--- src/tpmq_pkg.sv ---
`timescale 1ns / 1ps
`default_nettype none
package tpmq_pkg;
  localparam int QueueDepth = 16;
  localparam int AddrBits   = $clog2(QueueDepth);
  localparam int CntBits    = $clog2(QueueDepth + 1);
  localparam int TagBits    = 16;

  localparam logic [1:0] RegEnable  = 2'd0;
  localparam logic [1:0] RegLimit   = 2'd1;
  localparam logic [1:0] RegTimeout = 2'd2;
  localparam logic [1:0] RegTipThr  = 2'd3;

  localparam logic [2:0] EvQueued   = 3'd0;
  localparam logic [2:0] EvFull     = 3'd1;
  localparam logic [2:0] EvDisabled = 3'd2;
  localparam logic [2:0] EvTimeout  = 3'd3;
  localparam logic [2:0] EvDispatch = 3'd4;

  typedef struct packed {
    logic [31:0]        stamp;
    logic [2:0]         prio;
    logic [TagBits-1:0] tag;
  } entry_t;
endpackage
`default_nettype wire

--- src/tiered_priority_message_queue_top.sv ---
// Tiered priority message queue.
// Input stream: tuser carries cmd (0 enqueue, 1 server done); tdata carries the
// message fields. Each input gives zero or more result items on the output
// stream, tlast marking the final result of that input; tuser is the event code.
// Entries live in a 16-entry synchronous RAM used as a ring (head pointer).
// An enqueue walks from the tail toward the head, reading each entry and then
// comparing it and moving it one place toward the tail, until it reaches the head
// or stops at an entry of equal or higher priority. Each pop at dispatch reads
// the head entry and then waits for the output register to be free; up to 17
// results per input. The input is taken only while the sequencer is idle
// and the output register is free. Reset empties the queue, clears the busy
// flag and loads register defaults (disabled, limit 16, timeout 30000, tip
// threshold 10000). While the receiver stalls, the pending result is held in
// the output register, the sequencer waits before producing the next one and
// the input is held off.
`timescale 1ns / 1ps
`default_nettype none
module tiered_priority_message_queue_top (
  input  wire logic        clk_i,
  input  wire logic        rst_ni,
  input  wire logic        cfg_we_i,
  input  wire logic [1:0]  cfg_idx_i,
  input  wire logic [31:0] cfg_data_i,
  input  wire logic        s_axis_tvalid,
  output logic             s_axis_tready,
  // [15:0] message_tag, [16] is_paid, [40:17] tip_cents, [43:41] user_tier,
  // [75:44] now_ticks, [79:76] zero
  input  wire logic [79:0] s_axis_tdata,
  // [0] cmd
  input  wire logic        s_axis_tuser,
  output logic             m_axis_tvalid,
  input  wire logic        m_axis_tready,
  // [15:0] out_tag, [18:16] out_priority, [23:19] queue_count
  output logic [23:0]      m_axis_tdata,
  // [2:0] event_res
  output logic [2:0]       m_axis_tuser,
  output logic             m_axis_tlast
);
  import tpmq_pkg::*;

  localparam logic [2:0] StIdle  = 3'd0;
  localparam logic [2:0] StScan  = 3'd1;
  localparam logic [2:0] StCheck = 3'd2;
  localparam logic [2:0] StIns   = 3'd3;
  localparam logic [2:0] StPop   = 3'd4;
  localparam logic [2:0] StPopCk = 3'd5;

  entry_t mem_q [QueueDepth];
  entry_t rd_q;

  logic [2:0]          state_q, state_d;
  logic [AddrBits-1:0] head_q, head_d;
  logic [CntBits-1:0]  count_q, count_d;
  logic [CntBits-1:0]  idx_q, idx_d;
  logic                busy_q, busy_d;
  entry_t              new_q, new_d;

  logic        en_q;
  logic [4:0]  limit_q;
  logic [31:0] timeout_q;
  logic [23:0] tipthr_q;

  logic        ovalid_q, ovalid_d;
  logic [23:0] odata_q, odata_d;
  logic [2:0]  ouser_q, ouser_d;
  logic        olast_q, olast_d;

  logic                rd_en, wr_en;
  logic [AddrBits-1:0] rd_addr, wr_addr;
  entry_t              wr_data;

  logic        out_free;
  logic [2:0]  in_prio;
  logic [CntBits-1:0] eff_limit;
  logic [31:0] age;
  logic [CntBits-1:0] idx_m1;

  assign out_free = !ovalid_q || m_axis_tready;
  assign s_axis_tready = (state_q == StIdle) && out_free;
  assign m_axis_tvalid = ovalid_q;
  assign m_axis_tdata  = odata_q;
  assign m_axis_tuser  = ouser_q;
  assign m_axis_tlast  = olast_q;
  assign idx_m1 = idx_q - CntBits'(1);
  assign age = new_q.stamp - rd_q.stamp;
  assign eff_limit = (CntBits'(limit_q) > CntBits'(QueueDepth)) ?
                     CntBits'(QueueDepth) : CntBits'(limit_q);

  always_comb begin
    if (s_axis_tdata[16]) begin
      in_prio = (s_axis_tdata[40:17] >= tipthr_q) ? 3'd4 : 3'd2;
    end else begin
      in_prio = (s_axis_tdata[43:41] <= 3'd4) ? s_axis_tdata[43:41] : 3'd0;
    end
  end

  always_ff @(posedge clk_i) begin
    if (wr_en) begin
      mem_q[wr_addr] <= wr_data;
    end
    if (rd_en) begin
      rd_q <= mem_q[rd_addr];
    end
  end

  always_comb begin
    state_d  = state_q;
    head_d   = head_q;
    count_d  = count_q;
    idx_d    = idx_q;
    busy_d   = busy_q;
    new_d    = new_q;
    ovalid_d = ovalid_q && !m_axis_tready;
    odata_d  = odata_q;
    ouser_d  = ouser_q;
    olast_d  = olast_q;
    rd_en    = 1'b0;
    rd_addr  = head_q + idx_m1[AddrBits-1:0];
    wr_en    = 1'b0;
    wr_addr  = head_q + idx_q[AddrBits-1:0];
    wr_data  = rd_q;
    unique case (state_q)
      StIdle: begin
        if (s_axis_tvalid && out_free) begin
          new_d.tag   = s_axis_tdata[TagBits-1:0];
          new_d.prio  = in_prio;
          new_d.stamp = s_axis_tdata[75:44];
          if (s_axis_tuser) begin
            busy_d  = 1'b0;
            state_d = StPop;
          end else if (!en_q || count_q >= eff_limit) begin
            // rejected enqueue: single result
            ovalid_d = 1'b1;
            ouser_d  = en_q ? EvFull : EvDisabled;
            odata_d  = {5'(count_q), in_prio, s_axis_tdata[15:0]};
            olast_d  = 1'b1;
          end else begin
            idx_d   = count_q;
            state_d = StScan;
          end
        end
      end
      StScan: begin
        if (idx_q == '0) begin
          state_d = StIns;
        end else begin
          rd_en   = 1'b1;
          state_d = StCheck;
        end
      end
      StCheck: begin
        if (rd_q.prio < new_q.prio) begin
          // move the lower-priority entry one place toward the tail
          wr_en   = 1'b1;
          idx_d   = idx_m1;
          state_d = StScan;
        end else begin
          state_d = StIns;
        end
      end
      StIns: begin
        if (out_free) begin
          wr_en    = 1'b1;
          wr_data  = new_q;
          count_d  = count_q + CntBits'(1);
          ovalid_d = 1'b1;
          ouser_d  = EvQueued;
          odata_d  = {5'(count_q + CntBits'(1)), new_q.prio, new_q.tag};
          olast_d  = busy_q;
          state_d  = busy_q ? StIdle : StPop;
        end
      end
      StPop: begin
        if (count_q == '0) begin
          state_d = StIdle;
        end else begin
          rd_en   = 1'b1;
          rd_addr = head_q;
          state_d = StPopCk;
        end
      end
      StPopCk: begin
        if (out_free) begin
          head_d   = head_q + AddrBits'(1);
          count_d  = count_q - CntBits'(1);
          ovalid_d = 1'b1;
          odata_d  = {5'(count_q - CntBits'(1)), rd_q.prio, rd_q.tag};
          if (age > timeout_q) begin
            ouser_d = EvTimeout;
            olast_d = (count_q == CntBits'(1));
            state_d = StPop;
          end else begin
            ouser_d = EvDispatch;
            olast_d = 1'b1;
            busy_d  = 1'b1;
            state_d = StIdle;
          end
        end
      end
      default: state_d = StIdle;
    endcase
  end

  always_ff @(posedge clk_i or negedge rst_ni) begin
    if (!rst_ni) begin
      state_q   <= StIdle;
      head_q    <= '0;
      count_q   <= '0;
      idx_q     <= '0;
      busy_q    <= 1'b0;
      ovalid_q  <= 1'b0;
      en_q      <= 1'b0;
      limit_q   <= 5'd16;
      timeout_q <= 32'd30000;
      tipthr_q  <= 24'd10000;
    end else begin
      state_q  <= state_d;
      head_q   <= head_d;
      count_q  <= count_d;
      idx_q    <= idx_d;
      busy_q   <= busy_d;
      ovalid_q <= ovalid_d;
      if (cfg_we_i) begin
        unique case (cfg_idx_i)
          RegEnable:  en_q      <= cfg_data_i[0];
          RegLimit:   limit_q   <= cfg_data_i[4:0];
          RegTimeout: timeout_q <= cfg_data_i;
          RegTipThr:  tipthr_q  <= cfg_data_i[23:0];
          default:    ;
        endcase
      end
    end
  end

  always_ff @(posedge clk_i) begin
    new_q   <= new_d;
    odata_q <= odata_d;
    ouser_q <= ouser_d;
    olast_q <= olast_d;
  end
endmodule
`default_nettype wire

--- config.mk ---
export PLATFORM = sky130hd
export DESIGN_NAME = tiered_priority_message_queue_top
export DESIGN_NICKNAME = d
export VERILOG_FILES = /design/src/tpmq_pkg.sv /design/src/tiered_priority_message_queue_top.sv
export SDC_FILE = /design/constraint.sdc
export NUM_CORES = 1
export LEC_CHECK = 0
export BUFFER_PORTS_ARGS = -buffer_cell sky130_fd_sc_hd__buf_2
export CORE_MARGIN = 1
export CORE_UTILIZATION = 33
export CTS_CLUSTER_DIAMETER = 80
export CTS_CLUSTER_SIZE = 20
export DETAILED_ROUTE_END_ITERATION = 8
export PLACE_DENSITY_LB_ADDON = 0.2
export SLEW_MARGIN = 20
export SYNTH_ARGS = -nofsm -noshare
export SYNTH_HDL_FRONTEND = slang
export SYNTH_SLANG_ARGS = --single-unit
--- constraint.sdc ---
create_clock -name clk_i -period 14.9 [get_ports clk_i]
set_input_delay 0.745 -clock clk_i [delete_from_list [all_inputs] [get_ports clk_i]]
set_output_delay 0.745 -clock clk_i [all_outputs]
set_load 0.1 [all_outputs]
==> impl_metrics.csv, run 1 <==
group,metric,value,unit
synthesis,synth_area_leader_cell,"edfxtp_1",
grt,first_global_vias,24850,
routing,dr_total_vias,24410,
worst_setup_path,start_kind,"flop",
worst_setup_path,cp-end-kind,"flop",
routing,wl_met2,55450,um
sta,drv_slew,0,
placed_design,hpwl,63290,um
sta,period_needed,6045,ps
sta,rsz0062_at_grt,"false",
synthesis,synth_edf_count,946,
worst_setup_path,crit_chain,"ha_1 -> a2111o_1 -> o2111ai_1 -> a211oi_1 -> o211ai_1 -> a21oi_1 -> or4_1 -> nand4_1 -> ha_1 -> a21o_1 -> a21o_1 -> a21oi_1 -> o21ai_0 -> o21ai_0 -> nor2_1 -> a22o_1",
cells_and_area,nNetsFinal,3208,
grt,grt_usage,0.1688,
status,outcome,"finished, final reports clean",
synthesis,synth.area.top_cells,"edfxtp_1 66%, mux4_2 5.3%, dfrtp_1 3.9%, nand2_1 3.7%, ha_1 3.1%",
cts,cts_tree,"done",
synthesis,postSynthCellCount,2819,
worst_setup_path,r2r_start,"new_q[25]$_DFFE_PP_",
cells_and_area,area_growth_syn_to_layout,11.43,%
synthesis,netlist_area,43240,um^2
sta,fin_tns_setup,0,ps
floorplanning,pin_count,150,
cts,cts.sinks,1027,
cells_and_area,antenna_cells,0,
sta,setup_viol,0,
worst_setup_path,required,15360,ps
worst_setup_path,slowest_delay,770,ps
synthesis,synthFlopType,"edfxtp_1",
routing,drt_pass1_iterations,6,
sta,fin_crit_sh,0.4057,
sta,fmax,165.4,MHz
floorplanning,start_util,0.3331,
cts,cts_root_buf,"clkbuf_16",
worst_setup_path,crit_path_start,"new_q[25]$_DFFE_PP_",
synthesis,synth.most_common_cell,"edfxtp_1",
cts,h-tree-depth,2,
grt,grt_max_degree,90,
cts,numCtsBuffers,60,
synthesis,avgSynthCellArea,15.34,um^2
routing,wl_met1,49190,um
cts,clockBufferDepth,3,
placed_design,placed_cells,4657,
cts,cts_setup_buffers,0,
worst_setup_path,worstPathArrival,6510,ps
routing,drt-initial-drc-count,2113,
sta,slew_headroom,0.2453,
worst_setup_path,critPathKind,"flop to flop",
cells_and_area,drive_above_1_share,0.1778,
cts,clock_latency,720,ps
routing,final_antenna_net_count,0,
synthesis,synthTopCellsByCount,"946 x edfxtp_1, 428 x nand2_1, 114 x inv_1",
routing,routed_wl,112800,um
placed_design,place.gp.congestion,0.7966,
sta,fin_ws,8855,ps
job,cap_violations,0,
routing,wl_per_cell,23.71,um
floorplanning,die_w,364.0,um
sta,hold_viol_final,0,
worst_setup_path,cp_slowest_cell,"o21ai_0",
grt,grt_antenna_before_repair,6,
hold_path,hp-start,"s_axis_tdata[62]",
synthesis,synth.distinct_cells,70,
synthesis,ys_seq_area_frac,0.7042,
placed_design,port_buffers,145,
routing,vias_per_cell,5.132,
sta,skew,35.59,ps
hold_path,hp-class,"input port to flop",
cts,path_clk_slew,90,ps
routing,drc,0,
grt,grt_pass1_wl,165100,um
sta,worst_slew_pin_slew,1120,ps
placed_design,preCtsSetupSlack,8905,ps
floorplanning,die_h,364.0,um
floorplanning,rows,132,
routing,highest_layer,"met5",
routing,met3_wirelength,5401,um
synthesis,yosys_warnings,0,
synthesis,ys_async_sr_fraction,0.07887,
worst_setup_path,r2r_setup_slack,8850,ps
floorplanning,coreArea,129800,um^2
synthesis,netlist.area_leader.share,0.6570,
synthesis,ys_ff_latch,1027,
synthesis,syn_nets,3049,
floorplanning,die-area,132500,um^2
cells_and_area,final_cells,4756,
worst_setup_path,path_max_fanout,6,
grt,overflow,0,
==> through the flow <==
step | cell area (um^2) | hold slack, ps | util
after floorplan | 43240 | 449.4 | -
after global placement | 46380 | 486.5 | 0.3573
after detailed placement | 46380 | 490.8 | 0.3573
after CTS | 48170 | 147.2 | 0.3711
after global routing | 48180 | 176.2 | 0.3712
final | 48180 | 202.1 | 0.3712
==> flip-flops by register name, summed over array words and instances (netlist names), 3 cells and up <==
register and flops:
new_q 51, rd_q 51, idx_q 5, count_q 5, timeout_q 32, head_q 4
m_axis_tuser 3, limit_q 5, tipthr_q 24, m_axis_tdata 24, state_q 3, mem_q 816
==> cells by family (layout without fill, tap and decap cells) <==
kind of cell | Yosys count | count (layout) | share of synthesized area
buffers and inverters | 243 | 438 | 0.02448
AOI/OAI and AO/OA | 357 | 357 | 0.05405
xor gates and xnor gates | 44 | 44 | 0.008913
adders and majority gates | 110 | 110 | 0.03235
DFF | 1027 | 1027 | 0.7042
muxes | 293 | 293 | 0.09989
and+or+nand+nor | 745 | 745 | 0.07608
==> worst max-delay path: cells and delay by family (launching register included) <==
family	cells	cell delay, ps
adders and majority gates	2	630
and+or+nand+nor	3	860
AOI/OAI and AO/OA	11	3890
DFF	1	430
==> path summary, 6_finish.rpt <==
| kind | end | depth (start not counted) |
|---|---|---|
| worst max register to register | m_axis_tuser[0]$_DFFE_PP_ | 16 |
| worst min-delay path | new_q[37]$_DFFE_PP_ | 1 |
| worst min register to register | tipthr_q[21]$_DFFE_PN0P_ | 1 |
| max in group asynchronous | timeout_q[28]$_DFFE_PN0P_ | 3 |
| min in group asynchronous | state_q[0]$_DFFE_PN0P_ | 2 |
| worst max-delay path | m_axis_tuser[0]$_DFFE_PP_ | 16 |
==> cell usage in the layout (no fill, tap or decap), drive strengths merged, types with 86 or more instances in the layout <==
cell    synthesis  routed
inv           114     120
o21ai         120     120
mux2i         106     106
mux4          102     102
buf            71     225
nand2         428     428
edfxtp        946     946
ha            107     107
nand3         112     112
clkbuf         58      86
==> area by class of cell <==
cell class / count / area [um^2]
Inverter: 114 / 427.9
Tap cell: 1742 / 2180
Sequential cell: 1027 / 30450
Timing Repair Buffer: 226 / 1339
Fill cell: 12160 / 81630
Clock inverter: 12 / 182.7
Clock buffer: 86 / 1599
Multi-Input combinational cell: 1549 / 12000
==> repair_timing <==
item | CTS | global route
endpoints found under the setup margin | 0 | 0
gates resized for setup | 0 | 0
hold buffers | 1 | 0
hold endpoints to repair | 18 | 0
==> routing by layer <==
layer	up-vias	track usage
met2	661	0.2912
met4	12	0.04625
li1	11040	-
met3	152	0.01839
met1	12550	0.2249
met5	-	0
Power of run 1 is left out: the tool's default activity adds up to more than one toggle a clock period on the data nets, which glitch-free logic cannot reach.
==> inputs of run 2 (changes only) <==
- ABC_AREA: not set -> 1
- clock period: 14.9 -> 5 ns (I/O delays scaled with it)
==> run 2 against run 1 <==
  * Register-to-register slack got worse by 8000 ps
  * Routed wire length rose by 9.6%
  * Synthesized area is 5.9% higher
  * Critical endpoint is now m_axis_tlast$_DFFE_PP_
  * Die area rose by 5.9%
==> impl_metrics.csv, run 2 <==
group,metric,value,unit
status,outcome,"finished, final reports clean",
placed_design,preCtsSetupSlack,790.9,ps
grt,overflow,0,
cts,clock_latency,680,ps
sta,fin_ws,840.3,ps
cts,clockBufferDepth,3,
grt,grt_antenna_before_repair,0,
cells_and_area,area_growth_syn_to_layout,14.11,%
floorplanning,coreArea,137700,um^2
cells_and_area,fillers,13410,
routing,final_antenna_net_count,0,
routing,routed_wl,123600,um
worst_setup_path,start_kind,"flop",
synthesis,synthFlopType,"edfxtp_1",
cells_and_area,largest_reg_flops,816,
synthesis,ys_async_sr_fraction,0.07887,
synthesis,netlist_area,45800,um^2
synthesis,netlist.area_leader.share,0.6202,
worst_setup_path,reg2reg_depth,21,
synthesis,postSynthCellCount,4252,
synthesis,synth_area_leader_cell,"edfxtp_1",
placed_design,port_buffers,145,
synthesis,avgSynthCellArea,10.77,um^2
floorplanning,pin_count,150,
synthesis,synth.most_common_cell,"nand2_1",
sta,fin_crit_sh,0.8319,
cells_and_area,seq_area,30450,um^2
sta,fmax,240.4,MHz
synthesis,synth_edf_count,946,
placed_design,place.gp.congestion,0.8619,
synthesis,syn_nets,4482,
job,cap_violations,0,
sta,rsz0062_at_grt,"false",
routing,wl_per_cell,19.67,um
synthesis,synth.area.top_cells,"edfxtp_1 62%, nand2_1 10%, nand3_1 4.4%, inv_1 4.4%, o211ai_1 3.7%",
placed_design,placed_cells,6087,
synthesis,synth.distinct_cells,42,
grt,first_global_vias,28680,
sta,setup_viol,0,
floorplanning,start_util,0.3327,
routing,drt-initial-drc-count,1950,
cells_and_area,drive_above_1_share,0.08868,
worst_setup_path,r2r_setup_slack,840,ps
cts,cts.sinks,1027,
sta,period_needed,4160,ps
worst_setup_path,worstPathArrival,4590,ps
cells_and_area,top_register,"mem_q",
worst_setup_path,path_max_fanout,4,
worst_setup_path,required,5430,ps
sta,slew_headroom,0.2891,
cts,h-tree-depth,3,
sta,hold_viol_final,0,
grt,grt_usage,0.1743,
cells_and_area,final_util,0.3797,
synthesis,ys_seq_area_frac,0.6648,
cells_and_area,antenna_cells,0,
cells_and_area,multi_input_area,12710,um^2
synthesis,ys_ff_latch,1027,
routing,vias_per_cell,4.805,
cts,path_clk_slew,90,ps
hold_path,hold_end,"new_q[16]$_DFFE_PP_",
worst_setup_path,critPathKind,"flop to flop",
cells_and_area,reg_top3,"mem_q (816), new_q (51), rd_q (51)",
floorplanning,die-area,140300,um^2
routing,dr_total_vias,30180,
routing,drc,0,
synthesis,synthTopCellsByCount,"1,271 x nand2_1, 946 x edfxtp_1, 535 x inv_1",
floorplanning,die_h,374.6,um
worst_setup_path,reg2reg_to,"m_axis_tlast$_DFFE_PP_",
sta,drv_slew,0,
cells_and_area,final_cells,6282,
sta,skew,29.38,ps
floorplanning,rows,136,
cts,cts_tree,"done",
placed_design,hpwl,68090,um
routing,drt_pass1_iterations,5,
worst_setup_path,cp-end-kind,"flop",
cells_and_area,nNetsFinal,4685,
grt,grt_max_degree,135,
floorplanning,die_w,374.6,um
cts,cts_root_buf,"clkbuf_16",
sta,worst_slew_pin_slew,1066,ps
cts,numCtsBuffers,67,
cells_and_area,layout_common_cells,"1,269 x nand2_1, 946 x edfxtp_1, 534 x inv_1",
worst_setup_path,r2r_start,"new_q[19]$_DFFE_PP_",
hold_path,worstHoldPathCells,2,
grt,grt_pass1_wl,184800,um
cells_and_area,final_common_cell,"nand2_1",
hold_path,hp-start,"s_axis_tdata[16]",
synthesis,yosys_warnings,0,
sta,fin_tns_setup,0,ps
hold_path,hp-class,"input port to flop",
## run 2: logic make-up after synthesis
logic type	share of synthesized area
AND/OR/NAND/NOR	0.1631
flip-flops	0.6648
buffers and inverters	0.06414
AO/OA/AOI/OAI	0.06955
adder cells (fa/ha/maj)	0.03054
XOR/XNOR	0.007649
multiplexers	0.0002458
## run 2: routing by layer
metal  track usage  vias to the layer above  wire [um]
met2        0.2965                      534      59810
met4       0.03975                        0       2059
met1        0.2379                    14720      57440
met3       0.01963                      118       4270
li1              -                    14810          -
met5             0                        -          0
## run 2: repair_timing
item,in CTS,in global routing
setup buffers,0,0
hold buffers,92,0
resized for setup,0,0
hold endpoints to repair,157,0
## run 2: cell type report
class                   instances  area share
clock inverters                21    0.005650
multi-input cells            2488      0.2431
inverters                     541     0.03900
clock buffers                  81     0.03450
flip-flops and latches       1027      0.5826
repair buffers                330     0.05219
well taps                    1794     0.04295
## run 2: worst max path at each step
stage                                  startpoint                      to  slack [ps]  cells past startpoint
after detailed placement      new_q[19]$_DFFE_PP_  m_axis_tlast$_DFFE_PP_         790                     21
after global routing          new_q[19]$_DFFE_PP_  m_axis_tlast$_DFFE_PP_         520                     21
final                         new_q[19]$_DFFE_PP_  m_axis_tlast$_DFFE_PP_         840                     21
after floorplan           m_axis_tvalid$_DFF_PN0_   mem_q[0][0]$_DFFE_PP_         890                      7
after global placement        new_q[19]$_DFFE_PP_  m_axis_tlast$_DFFE_PP_         810                     21
after CTS                     new_q[19]$_DFFE_PP_  m_axis_tlast$_DFFE_PP_         790                     21
## run 2: critical path, cell delays in order, from the launching register on
cell and delay [ps]:
edfxtp_1 370, inv_1 80, ha_1 130, inv_1 60, fa_1 400, nand3_1 90
nand2_1 130, a21oi_1 350, o21ai_0 310, nand3_1 170, nand2_1 70, nand2_1 60
nand2_1 80, ha_1 280, nand2_1 70, nor3_1 270, and3_1 260, nand2_1 70
nand2_1 210, nand3_1 220, o21bai_1 180, inv_1 50
## run 2: stage by stage
stage / cell area (um^2) / hold slack [ps]
2_1_floorplan: 45810 / -45.59
3_3_place_gp: 49130 / 192.3
3_5_place_dp: 49160 / 186.9
4_1_cts: 52190 / 20.06
5_1_grt: 52270 / 37.64
6_report: 52270 / 32.12
Power of run 2 is left out for the same reason.
